--- config.mk ---
export PLATFORM = sky130hd
export DESIGN_NAME = card_number_luhn_classifier_top
export DESIGN_NICKNAME = d
export VERILOG_FILES = /design/src/rtl/core/lcc_pkg.sv /design/src/rtl/core/lcc_dabble.sv /design/src/rtl/core/lcc_digit_scan.sv /design/src/rtl/core/card_number_luhn_classifier_top.sv
export SDC_FILE = /design/constraint.sdc
export NUM_CORES = 1
export LEC_CHECK = 0
export BUFFER_PORTS_ARGS = -buffer_cell sky130_fd_sc_hd__buf_2
export CORE_MARGIN = 5
export CORE_UTILIZATION = 60
export CTS_CLUSTER_SIZE = 20
export DETAILED_ROUTE_END_ITERATION = 8
export GPL_TIMING_DRIVEN = 0
export PLACE_DENSITY = 0.79
export SYNTH_ARGS = -nofsm -noshare
export SYNTH_HDL_FRONTEND = slang
export SYNTH_HIERARCHICAL = 1
export SYNTH_SLANG_ARGS = --single-unit
--- constraint.sdc ---
create_clock -name i_clk -period 6.36 [get_ports i_clk]
set_input_delay 0.636 -clock i_clk [delete_from_list [all_inputs] [get_ports i_clk]]
set_output_delay 0.636 -clock i_clk [all_outputs]
set_load 0.01 [all_outputs]
--- src/rtl/core/lcc_pkg.sv ---
// shared constants, types and digit helpers for the card number checker
// no dependencies; used by lcc_dabble, lcc_digit_scan and the top level
package lcc_pkg;

    localparam int CARD_W      = 63;
    localparam int DIGITS      = 19;
    localparam int DIGIT_W     = 4;
    localparam int BCD_W       = DIGITS * DIGIT_W;
    localparam int SHIFT_CNT_W = $clog2(CARD_W);
    localparam int IDX_W       = $clog2(DIGITS);
    localparam int COUNT_W     = 5;

    localparam logic [1:0] VERDICT_INVALID = 2'd0;
    localparam logic [1:0] VERDICT_AMEX    = 2'd1;
    localparam logic [1:0] VERDICT_VISA    = 2'd2;
    localparam logic [1:0] VERDICT_MC      = 2'd3;

    localparam logic [COUNT_W-1:0] LEN_13 = COUNT_W'(13);
    localparam logic [COUNT_W-1:0] LEN_15 = COUNT_W'(15);
    localparam logic [COUNT_W-1:0] LEN_16 = COUNT_W'(16);

    typedef struct packed {
        logic [1:0]         verdict;
        logic               luhn_ok;
        logic [COUNT_W-1:0] digit_count;
    } t_scan_res;

    // shift-add-3 correction of one bcd digit
    function automatic logic [DIGIT_W-1:0] dabble_adjust(input logic [DIGIT_W-1:0] d);
        dabble_adjust = (d >= DIGIT_W'(5)) ? d + DIGIT_W'(3) : d;
    endfunction

    // doubled digit folded to its digit sum
    function automatic logic [DIGIT_W-1:0] luhn_double(input logic [DIGIT_W-1:0] d);
        logic [DIGIT_W:0] dbl;
        dbl = {d, 1'b0};
        if (dbl >= (DIGIT_W+1)'(10)) begin
            dbl = dbl - (DIGIT_W+1)'(9);
        end
        luhn_double = dbl[DIGIT_W-1:0];
    endfunction

    function automatic logic [1:0] brand_of(input logic [DIGIT_W-1:0] hi,
                                            input logic [DIGIT_W-1:0] lo);
        brand_of = VERDICT_INVALID;
        if (hi == DIGIT_W'(3) && (lo == DIGIT_W'(4) || lo == DIGIT_W'(7))) begin
            brand_of = VERDICT_AMEX;
        end else if (hi == DIGIT_W'(4)) begin
            brand_of = VERDICT_VISA;
        end else if (hi == DIGIT_W'(5) && lo >= DIGIT_W'(1) && lo <= DIGIT_W'(5)) begin
            brand_of = VERDICT_MC;
        end
    endfunction

endpackage

--- src/rtl/core/lcc_dabble.sv ---
// bit-serial binary to bcd converter, one input bit per cycle (shift-add-3)
// depends on lcc_pkg
module lcc_dabble (
    input  logic                      i_clk,
    input  logic                      i_rst_n,
    input  logic                      i_start,
    input  logic [lcc_pkg::CARD_W-1:0] i_value,
    output logic                      o_done,
    output logic [lcc_pkg::BCD_W-1:0] o_bcd
);

    logic                             r_busy, n_busy;
    logic                             r_done, n_done;
    logic [lcc_pkg::SHIFT_CNT_W-1:0]  r_cnt, n_cnt;
    logic [lcc_pkg::CARD_W-1:0]       r_bin, n_bin;
    logic [lcc_pkg::BCD_W-1:0]        r_bcd, n_bcd;
    logic [lcc_pkg::BCD_W-1:0]        adjusted;

    always_comb begin
        for (int i = 0; i < lcc_pkg::DIGITS; i++) begin
            adjusted[i*lcc_pkg::DIGIT_W +: lcc_pkg::DIGIT_W] =
                lcc_pkg::dabble_adjust(r_bcd[i*lcc_pkg::DIGIT_W +: lcc_pkg::DIGIT_W]);
        end
    end

    always_comb begin
        n_busy = r_busy;
        n_done = 1'b0;
        n_cnt  = r_cnt;
        n_bin  = r_bin;
        n_bcd  = r_bcd;
        if (i_start) begin
            n_busy = 1'b1;
            n_cnt  = '0;
            n_bin  = i_value;
            n_bcd  = '0;
        end else if (r_busy) begin
            n_bin = {r_bin[lcc_pkg::CARD_W-2:0], 1'b0};
            n_bcd = {adjusted[lcc_pkg::BCD_W-2:0], r_bin[lcc_pkg::CARD_W-1]};
            n_cnt = r_cnt + 1'b1;
            if (r_cnt == lcc_pkg::SHIFT_CNT_W'(lcc_pkg::CARD_W - 1)) begin
                n_busy = 1'b0;
                n_done = 1'b1;
            end
        end
    end

    always_ff @(posedge i_clk) begin
        if (!i_rst_n) begin
            r_busy <= 1'b0;
            r_done <= 1'b0;
        end else begin
            r_busy <= n_busy;
            r_done <= n_done;
        end
    end

    always_ff @(posedge i_clk) begin
        r_cnt <= n_cnt;
        r_bin <= n_bin;
        r_bcd <= n_bcd;
    end

    assign o_done = r_done;
    assign o_bcd  = r_bcd;

endmodule

--- src/rtl/core/lcc_digit_scan.sv ---
// walks the bcd digits from the low end, one per cycle: luhn sum mod 10,
// digit count, two leading digits; depends on lcc_pkg
module lcc_digit_scan (
    input  logic                       i_clk,
    input  logic                       i_rst_n,
    input  logic                       i_start,
    input  logic [lcc_pkg::BCD_W-1:0]  i_bcd,
    output logic                       o_done,
    output lcc_pkg::t_scan_res         o_res
);

    logic                              r_busy, n_busy;
    logic                              r_done, n_done;
    logic [lcc_pkg::IDX_W-1:0]         r_idx, n_idx;
    logic [lcc_pkg::BCD_W-1:0]         r_bcd, n_bcd;
    logic [lcc_pkg::DIGIT_W-1:0]       r_sum, n_sum;
    logic [lcc_pkg::COUNT_W-1:0]       r_count, n_count;
    logic [lcc_pkg::DIGIT_W-1:0]       r_hi, n_hi;
    logic [lcc_pkg::DIGIT_W-1:0]       r_lo, n_lo;
    logic [lcc_pkg::DIGIT_W-1:0]       r_prev, n_prev;
    logic [lcc_pkg::DIGIT_W-1:0]       digit;
    logic [lcc_pkg::DIGIT_W-1:0]       term;
    logic [lcc_pkg::DIGIT_W:0]         sum_wide;
    logic                              len_ok;

    assign digit    = r_bcd[lcc_pkg::DIGIT_W-1:0];
    // odd positions from the low end (0-based) are the doubled ones
    assign term     = r_idx[0] ? lcc_pkg::luhn_double(digit) : digit;
    assign sum_wide = {1'b0, r_sum} + {1'b0, term};

    always_comb begin
        n_busy  = r_busy;
        n_done  = 1'b0;
        n_idx   = r_idx;
        n_bcd   = r_bcd;
        n_sum   = r_sum;
        n_count = r_count;
        n_hi    = r_hi;
        n_lo    = r_lo;
        n_prev  = r_prev;
        if (i_start) begin
            n_busy  = 1'b1;
            n_idx   = '0;
            n_bcd   = i_bcd;
            n_sum   = '0;
            n_count = '0;
            n_hi    = '0;
            n_lo    = '0;
            n_prev  = '0;
        end else if (r_busy) begin
            n_bcd  = {{lcc_pkg::DIGIT_W{1'b0}}, r_bcd[lcc_pkg::BCD_W-1:lcc_pkg::DIGIT_W]};
            n_idx  = r_idx + 1'b1;
            n_prev = digit;
            if (sum_wide >= (lcc_pkg::DIGIT_W+1)'(10)) begin
                n_sum = lcc_pkg::DIGIT_W'(sum_wide - (lcc_pkg::DIGIT_W+1)'(10));
            end else begin
                n_sum = sum_wide[lcc_pkg::DIGIT_W-1:0];
            end
            // highest nonzero digit so far sets length and prefix
            if (digit != '0) begin
                n_count = lcc_pkg::COUNT_W'(r_idx) + 1'b1;
                n_hi    = digit;
                n_lo    = r_prev;
            end
            if (r_idx == lcc_pkg::IDX_W'(lcc_pkg::DIGITS - 1)) begin
                n_busy = 1'b0;
                n_done = 1'b1;
            end
        end
    end

    always_ff @(posedge i_clk) begin
        if (!i_rst_n) begin
            r_busy <= 1'b0;
            r_done <= 1'b0;
        end else begin
            r_busy <= n_busy;
            r_done <= n_done;
        end
    end

    always_ff @(posedge i_clk) begin
        r_idx   <= n_idx;
        r_bcd   <= n_bcd;
        r_sum   <= n_sum;
        r_count <= n_count;
        r_hi    <= n_hi;
        r_lo    <= n_lo;
        r_prev  <= n_prev;
    end

    assign len_ok = (r_count == lcc_pkg::LEN_13) || (r_count == lcc_pkg::LEN_15) ||
                    (r_count == lcc_pkg::LEN_16);

    always_comb begin
        o_res.luhn_ok     = (r_sum == '0);
        o_res.digit_count = r_count;
        o_res.verdict     = (o_res.luhn_ok && len_ok) ? lcc_pkg::brand_of(r_hi, r_lo)
                                                      : lcc_pkg::VERDICT_INVALID;
    end

    assign o_done = r_done;

endmodule

--- src/rtl/core/card_number_luhn_classifier_top.sv ---
// Card number checker: takes one 63-bit binary card number per word and returns the brand
// verdict, the Luhn flag and the decimal digit count. One word is worked on at a time and
// passes through the bit-serial binary to bcd shifter (one input bit per cycle), then the
// digit walker (one decimal digit per cycle), then a hold state that hands the result to
// the output register. The next word is accepted as soon as the previous result sits in
// the output register, even while that result waits.
// depends on lcc_pkg, lcc_dabble, lcc_digit_scan
module card_number_luhn_classifier_top (
    input  logic                          i_clk,
    input  logic                          i_rst_n,
    input  logic                          i_valid,
    output logic                          o_ready,
    input  logic [lcc_pkg::CARD_W-1:0]    i_card_value,
    output logic                          o_valid,
    input  logic                          i_ready,
    output logic [1:0]                    o_verdict,
    output logic                          o_luhn_ok,
    output logic [lcc_pkg::COUNT_W-1:0]   o_digit_count
);

    localparam logic [1:0] ST_IDLE = 2'd0;
    localparam logic [1:0] ST_CONV = 2'd1;
    localparam logic [1:0] ST_SCAN = 2'd2;
    localparam logic [1:0] ST_HOLD = 2'd3;

    logic [1:0]                  r_state, n_state;
    logic                        r_out_valid, n_out_valid;
    lcc_pkg::t_scan_res          r_out, n_out;
    logic                        accept;
    logic                        out_free;
    logic                        load_out;
    logic                        conv_done;
    logic                        scan_done;
    logic [lcc_pkg::BCD_W-1:0]   bcd;
    lcc_pkg::t_scan_res          scan_res;

    lcc_dabble u_dabble (
        .i_clk   (i_clk),
        .i_rst_n (i_rst_n),
        .i_start (accept),
        .i_value (i_card_value),
        .o_done  (conv_done),
        .o_bcd   (bcd)
    );

    lcc_digit_scan u_scan (
        .i_clk   (i_clk),
        .i_rst_n (i_rst_n),
        .i_start (conv_done),
        .i_bcd   (bcd),
        .o_done  (scan_done),
        .o_res   (scan_res)
    );

    assign o_ready  = (r_state == ST_IDLE);
    assign accept   = i_valid && o_ready;
    assign out_free = !r_out_valid || i_ready;
    assign load_out = (r_state == ST_HOLD) && out_free;

    always_comb begin
        n_state = r_state;
        case (r_state)
            ST_IDLE: begin
                if (accept) begin
                    n_state = ST_CONV;
                end
            end
            ST_CONV: begin
                if (conv_done) begin
                    n_state = ST_SCAN;
                end
            end
            ST_SCAN: begin
                if (scan_done) begin
                    n_state = ST_HOLD;
                end
            end
            ST_HOLD: begin
                if (out_free) begin
                    n_state = ST_IDLE;
                end
            end
            default: begin
                n_state = ST_IDLE;
            end
        endcase
    end

    always_comb begin
        n_out_valid = r_out_valid;
        n_out       = r_out;
        if (load_out) begin
            n_out_valid = 1'b1;
            n_out       = scan_res;
        end else if (i_ready) begin
            n_out_valid = 1'b0;
        end
    end

    always_ff @(posedge i_clk) begin
        if (!i_rst_n) begin
            r_state     <= ST_IDLE;
            r_out_valid <= 1'b0;
        end else begin
            r_state     <= n_state;
            r_out_valid <= n_out_valid;
        end
    end

    always_ff @(posedge i_clk) begin
        r_out <= n_out;
    end

    assign o_valid       = r_out_valid;
    assign o_verdict     = r_out.verdict;
    assign o_luhn_ok     = r_out.luhn_ok;
    assign o_digit_count = r_out.digit_count;

    a_conv_done_in_conv: assert property (@(posedge i_clk) disable iff (!i_rst_n)
        conv_done |-> (r_state == ST_CONV))
        else $error("converter finished outside conversion phase");

    a_scan_done_in_scan: assert property (@(posedge i_clk) disable iff (!i_rst_n)
        scan_done |-> (r_state == ST_SCAN))
        else $error("digit walk finished outside scan phase");

    a_brand_needs_luhn: assert property (@(posedge i_clk) disable iff (!i_rst_n)
        (o_valid && o_verdict != lcc_pkg::VERDICT_INVALID) |-> o_luhn_ok)
        else $error("brand reported without luhn pass");

    a_brand_needs_len: assert property (@(posedge i_clk) disable iff (!i_rst_n)
        (o_valid && o_verdict != lcc_pkg::VERDICT_INVALID) |->
        (o_digit_count == lcc_pkg::LEN_13 || o_digit_count == lcc_pkg::LEN_15 ||
         o_digit_count == lcc_pkg::LEN_16))
        else $error("brand reported with bad length");

endmodule
## Yosys cells after proc, flatten, opt, wreduce, memory -nomap -nowiden

Cells that the tools add are included.

| cells by class | value |
|---|---|
| eq/ne operators | 17 |
| $add $sub $neg | 24 |
| multiplexer cells | 44 |
| bitwise logic cells | 4 |
| reduce and logical (&&, ||, !) cells | 22 |
| $lt $le $gt $ge | 23 |

Operators by type and width:

| cell | number |
|---|---|
| 76-bit two-way mux | 2 |
| 63-bit two-way mux | 2 |
| 4-bit two-way mux | 21 |
| 4-bit by 3-bit greater-or-equal comparator with 1-bit output, second input constant | 19 |
| 4-bit by 2-bit adder with 4-bit output, second input constant | 18 |
| 4-bit by 3-bit equality test with 1-bit output, second input constant | 4 |
| 2-bit two-way mux | 6 |
| 1-bit two-way mux | 11 |
| 5-bit by 4-bit equality test with 1-bit output, second input constant | 2 |
| 5-bit equality test, second input constant | 2 |
| 5-bit by 4-bit greater-or-equal comparator with 1-bit output, second input constant | 2 |
| 2-bit one-hot mux with 4 select lines | 1 |
| 4-bit subtractor, second input constant | 2 |
| 6-bit by 1-bit adder with 6-bit output, second input constant | 1 |
| 6-bit equality test, second input constant | 1 |
| 1-bit logical AND | 6 |
| 2-bit by 1-bit != test with 1-bit output, second input constant | 3 |
| 2-bit nonzero test | 3 |
| 3-bit OR reduction | 2 |
| 4-bit by 4-bit adder with 5-bit output | 1 |
| 5-bit by 1-bit adder with 5-bit output, second input constant | 1 |
| 2-bit equality test, second input constant | 2 |
| 4-bit by 2-bit equality test with 1-bit output, second input constant | 1 |
| 4-bit by 1-bit greater-or-equal comparator with 1-bit output, second input constant | 1 |
| 14 further kinds | 20 |

| word-level totals | value |
|---|---|
| flip-flop bits (word level) | 262 |
| input port bits | 67 |
| output and inout port bits | 10 |
| word-level logic and storage cells | 154 |

## Logic depth before layout (Yosys ltp)

| logic depth | value |
|---|---|
| word-level depth | 6 |
| mapped depth | 15 |
| gate-level depth less buffers | 15 |

## Cells and area by module

Netlist, hierarchy kept.

By module, submodules not included:

| module | area each (µm²) | seq. area each (µm²) | cells each | times used |
|---|---|---|---|---|
| lcc_dabble | 7686.1 | 3573.4 | 760 | 1 |
| lcc_digit_scan | 4708.3 | 2842.7 | 345 | 1 |
| card_number_luhn_classifier_top | 500.5 | 300.3 | 32 | 1 |

## Worst setup path after synthesis

No wires, ideal clock.

| path | value |
|---|---|
| path type | flip-flop to flip-flop |
| start | reg u_scan/r_bcd[0] (netlist bit) |
| end | reg u_scan/r_sum[1] (netlist bit) |
| period minus slack after synthesis | 3345 ps |
| data required time | 6272 ps |
| buffers on the path | 0 |
| setup time | 88 ps |
| slack | 3015 ps |
| arrival time | 3257 ps |
| stages on the path, launching flop included | 16 |
| cells stage by stage | edfxtp_1 -> inv_1 -> ha_1 -> nand2b_1 -> a21oi_1 -> xnor2_1 -> nand2_1 -> a21boi_0 -> fa_1 -> xnor2_2 -> inv_1 -> ha_1 -> o31ai_1 -> a311o_1 -> or3_1 -> a311oi_2 |

| between the ends | value |
|---|---|
| word-level cells in the longest chain between the ends | 6 |
| elaborated cells on any way between the ends | 8 |
| those cells by class | add/sub: 3; order compare: 2; mux: 3 |

Ends and longest elaborated chain:

| element | RTL line | text |
|---|---|---|
| start, declared | lcc_digit_scan.sv:15 | `logic [lcc_pkg::BCD_W-1:0] r_bcd, n_bcd;` |
| start signal, assigned | lcc_digit_scan.sv:84 | `r_bcd <= n_bcd;` |
| 4-bit subtractor / 5-bit by 4-bit greater-or-equal comparator with 1-bit output (equally long branches) | lcc_pkg.sv:38, lcc_pkg.sv:37 |  |
| 4-bit two-way mux | lcc_pkg.sv:37 | `if (dbl >= (DIGIT_W+1)'(10)) begin` |
| 4-bit two-way mux * | lcc_digit_scan.sv:28 | `assign term = r_idx[0] ? lcc_pkg::luhn_double(digit) : digit;` |
| 4-bit by 4-bit adder with 5-bit output * | lcc_digit_scan.sv:29 | `assign sum_wide = {1'b0, r_sum} + {1'b0, term};` |
| 4-bit subtractor / 5-bit by 4-bit greater-or-equal comparator with 1-bit output (equally long branches) | lcc_digit_scan.sv:55, lcc_digit_scan.sv:54 |  |
| 4-bit two-way mux * | lcc_digit_scan.sv:54 | `if (sum_wide >= (lcc_pkg::DIGIT_W+1)'(10)) begin` |
| end signal, assigned | lcc_digit_scan.sv:85 | `r_sum <= n_sum;` |
| end, declared | lcc_digit_scan.sv:16 | `logic [lcc_pkg::DIGIT_W-1:0] r_sum, n_sum;` |

Every way passes the cells marked *; elsewhere a longest branch is shown, timed or not.
A chain may end at the register's enable or synchronous reset.

## Final worst setup path

| path | value |
|---|---|
| start | reg u_scan/r_bcd[1] (netlist bit) |
| end | reg u_scan/r_sum[1] (netlist bit) |

| between the ends | value |
|---|---|
| word-level cells in the longest chain between the ends | 6 |
| elaborated cells on any way between the ends | 8 |
| those cells by class | add/sub: 3; order compare: 2; mux: 3 |

Ends and longest elaborated chain:

| element | RTL line |
|---|---|
| 5-bit by 4-bit greater-or-equal comparator with 1-bit output / 4-bit subtractor (equally long branches) | lcc_pkg.sv:37, lcc_pkg.sv:38 |
| 4-bit two-way mux | lcc_pkg.sv:37 |
| 4-bit two-way mux * | lcc_digit_scan.sv:28 |
| 4-bit by 4-bit adder with 5-bit output * | lcc_digit_scan.sv:29 |
| 4-bit subtractor / 5-bit by 4-bit greater-or-equal comparator with 1-bit output (equally long branches) | lcc_digit_scan.sv:55, lcc_digit_scan.sv:54 |
| 4-bit two-way mux * | lcc_digit_scan.sv:54 |

Marks and branches as above.

==> impl_metrics.ini <==
[floorplan]
fp.dieArea_mm2 = 0.02452
fp.dieW_um = 156.6
row_count = 53
fp.dieH_um = 156.6
coreArea_mm2 = 0.02109
start_util = 0.6115
ios = 77

[timing]
hold_slack_ns = 0.3867
worst_clock_skew_ns = 0.01117
fin_crit_sh = 0.5832
final_max_slew_viol_count = 0
setup_slack_ns = 2.651
rsz0062_at_grt = no
setup_tns_ns = 0
min_period_ns = 3.709
fmax_mhz = 269.6
slew_headroom = 0.4941
setup_viol = 0
finalHoldViolCount = 0
worst_slew_pin_slew_ns = 0.7588

[place]
dpl_cell_area_mm2 = 0.01367
io_buffers = 76
place_congestion = 0.8315
pre_cts_ws_ns = 2.680
place_hpwl_um = 19200
dp_cells = 1490

[logic_synthesis]
syn_area_per_cell_um2 = 11.34
synth_top_cell_by_area = edfxtp_1
synth_edf_count = 147
synth.area.top_cells = edfxtp_1 (34%), dfxtp_1 (18%), mux2_2 (10%)
synth_nets = 1259
yosys.area.top_type_share = 0.3423
syn_area_mm2 = 0.01289
ys_warn_count = 6
synth_seq_cells = 262
synth_sequential_area_ratio = 0.5209
synth-compound-area-share = 0.1440
synthMuxAreaShare = 0.1281
ys.flop_type = edfxtp_1
synth_fa_ha_area_frac = 0.05395
ys_types = 63
syn_inst = 1137
synth-simple-area-share = 0.09713
synth_top_family_by_area = compound AO/OA/AOI/OAI gates
synthArstFlopShare = 0
synthXorXnorAreaFrac = 0.01077

[route]
post-route-drc-count = 0
drt_iter0_markers = 707
drt_first_pass_iters = 5
via_per_inst = 5.981
vias = 9222
antenna_left = 0
wl_per_cell_um = 18.65
drt-total-wl_um = 28750

[clocking]
cts.clk_slew.worst_paths_ns = 0.06
post_cts_buffers = 0
cts_tree = done
ctsHoldBuffers = 0
cts_buffers = 28
clkSinkCount = 262
clock_latency_ns = 0.53
clockRootBuffer = clkbuf_16
ctsResizeCount = 0
h-tree-depth = 1
max-clock-path-buffers = 3

[power]
leakage_nw = 5.227
p_per_area_mw_per_mm2 = 425.5
ir_worst_vdd_mv = 0.3011
power.total_mw = 6.200

[setup_path]
cp-end-kind = flop
slowest_delay_ns = 0.47
r2r_cells = 15
cp_max_fo = 6
reg2reg_setup_slack_ns = 2.65
critPathArrivalTime_ns = 4.15
crit_type = reg2reg
critPathLaunch = u_scan/r_bcd[1]$_DFFE_PP_
cp-endpoint = u_scan/r_sum[1]$_SDFFE_PP0P_
cpMaxStageDelayCell = fa_1
r2r-start = u_scan/r_bcd[1]$_DFFE_PP_
r2r_end = u_scan/r_sum[1]$_SDFFE_PP0P_
path_cells = inv_1 -> ha_1 -> nand2b_1 -> a21oi_1 -> xnor2_1 -> nand2_1 -> a21boi_0 -> fa_1 -> xnor2_2 -> inv_1 -> ha_1 -> o31ai_1 -> a311o_1 -> or3_1 -> a311oi_2
start_kind = flop
crit_buf_inv = 2
cp_top_family = compound AO/OA/AOI/OAI gates
required_ns = 6.80
cp.depth = 15

[global_routing]
antenna_found_initial = 0
grt_usage = 0.2321
grt_max_degree = 49
grt_pass1_wl_um = 46230
grt_pass1_vias = 9223
gr-total-overflow = 0

[hold_path]
hp-class = in2reg

[cells_and_area]
syn_to_final_growth_pct = 13.01
final_cells = 1542
drive_gt1_frac = 0.2391
n_antenna_cell = 0
stdcell_area_mm2 = 0.01457
fin_nets = 1367
utilization = 0.6911

[outcome]
status = completed

[flow_run]
maxCapViolCount = 0
power by group:
group	switching (mW)	internal, mW	leakage [nW]
Clock	0.634	0.969	0.436
Combinational	1.10	0.805	2.48
Sequential	0.383	2.31	2.31
worst reg2reg max path, stage by stage, from the launching register on:
cell      delay, ns
edfxtp_1       0.43
inv_1          0.15
ha_1           0.23
nand2b_1       0.07
a21oi_1        0.31
xnor2_1        0.16
nand2_1        0.08
a21boi_0       0.18
fa_1           0.47
xnor2_2        0.19
inv_1          0.07
ha_1           0.25
o31ai_1        0.10
a311o_1        0.37
or3_1          0.33
a311oi_2       0.23
layout by cell type, fill, tap and decap left out, types with 5 or more instances in the layout:
master	instances
a21bo_1	17
a21oi_1	73
a311oi_2	18
and2_1	6
buf_2	107
clkbuf_1	28
clkbuf_16	29
dfxtp_1	115
edfxtp_1	147
ha_1	54
inv_1	87
mux2_1	22
mux2_2	114
mux2i_1	12
nand2_1	54
nand2b_1	10
nand3_1	24
nand4_1	23
nor2_1	72
nor3_1	19
o21ai_0	40
o21ai_1	40
o22a_1	5
o22a_2	13
o22ai_1	20
o32ai_1	18
or3_1	18
xnor2_1	5
xor2_1	9
cell usage after synthesis, types with 10 or more instances:
cell type and number:
a21bo_1 17, clkbuf_1 15, o21ai_1 40, dfxtp_1 115, nand4_1 23, o22a_2 13
nand2b_1 10, mux2i_1 12, nand3_1 24, mux2_2 114, a21oi_1 73, o21ai_0 40
or3_1 18, nor3_1 19, edfxtp_1 147, buf_2 31, nand2_1 54, nor2_1 72
o22ai_1 20, a311oi_2 18, ha_1 54, mux2_1 22, o32ai_1 18, inv_1 87
worst min-delay path by stage:
stage	startpoint	to	slack, ns	depth (start not counted)
CTS	i_card_value[28]	u_dabble/r_bin[28]$_DFFE_PP_	0.37	2
floorplan	u_scan/r_count[1]$_SDFFE_PP0P_	o_digit_count[1]$_DFFE_PP_	0.43	0
global route	i_card_value[33]	u_dabble/r_bin[33]$_DFFE_PP_	0.38	2
finish	i_card_value[23]	u_dabble/r_bin[23]$_DFFE_PP_	0.39	2
detailed placement	u_scan/r_count[1]$_SDFFE_PP0P_	o_digit_count[1]$_DFFE_PP_	0.44	0
global placement	u_scan/r_hi[3]$_SDFFE_PP0P_	u_scan/r_hi[3]$_SDFFE_PP0P_	0.44	2
layer usage:
metal | routed length (um) | share of wire | global-route usage
met1 | 12140 | 0.42 | 0.3023
met2 | 14020 | 0.49 | 0.3996
met3 | 1670 | 0.058 | 0.03097
met4 | 925 | 0.032 | 0.08223
met5 | 0 | 0 | 0
logic make-up (layout without fill, tap and decap cells):
family,count (synthesis),in the layout
AO/OA/AOI/OAI,266,266
XOR/XNOR,15,15
adder cells (fa/ha/maj),55,55
buffers and inverters,141,271
flip-flops,262,262
multiplexers,148,148
AND/OR/NAND/NOR,250,250
final cells by class:
cell class | count | area [um2]
sequential | 262 | 6716
clock inverter | 9 | 115.1
fill | 1552 | 6515
inverter | 87 | 326.6
clock buffer | 43 | 788.3
tap | 275 | 344.1
buffer | 54 | 256.5
multi-input combinational | 734 | 5598
timing repair buffer | 78 | 427.9
flip-flops by register name, summed over array words and instances, names as in the netlist, 2 cells and up:
register and count:
u_dabble/o_bcd 76, o_verdict 2, u_scan/r_prev 4, u_scan/r_sum 4, o_digit_count 5, u_dabble/r_bin 63
u_scan/r_lo 4, u_scan/r_idx 5, u_scan/r_hi 4, u_scan/r_bcd 76, r_state 2, u_dabble/r_cnt 6
u_scan/r_count 5
(Power assumes the default switching activity.)
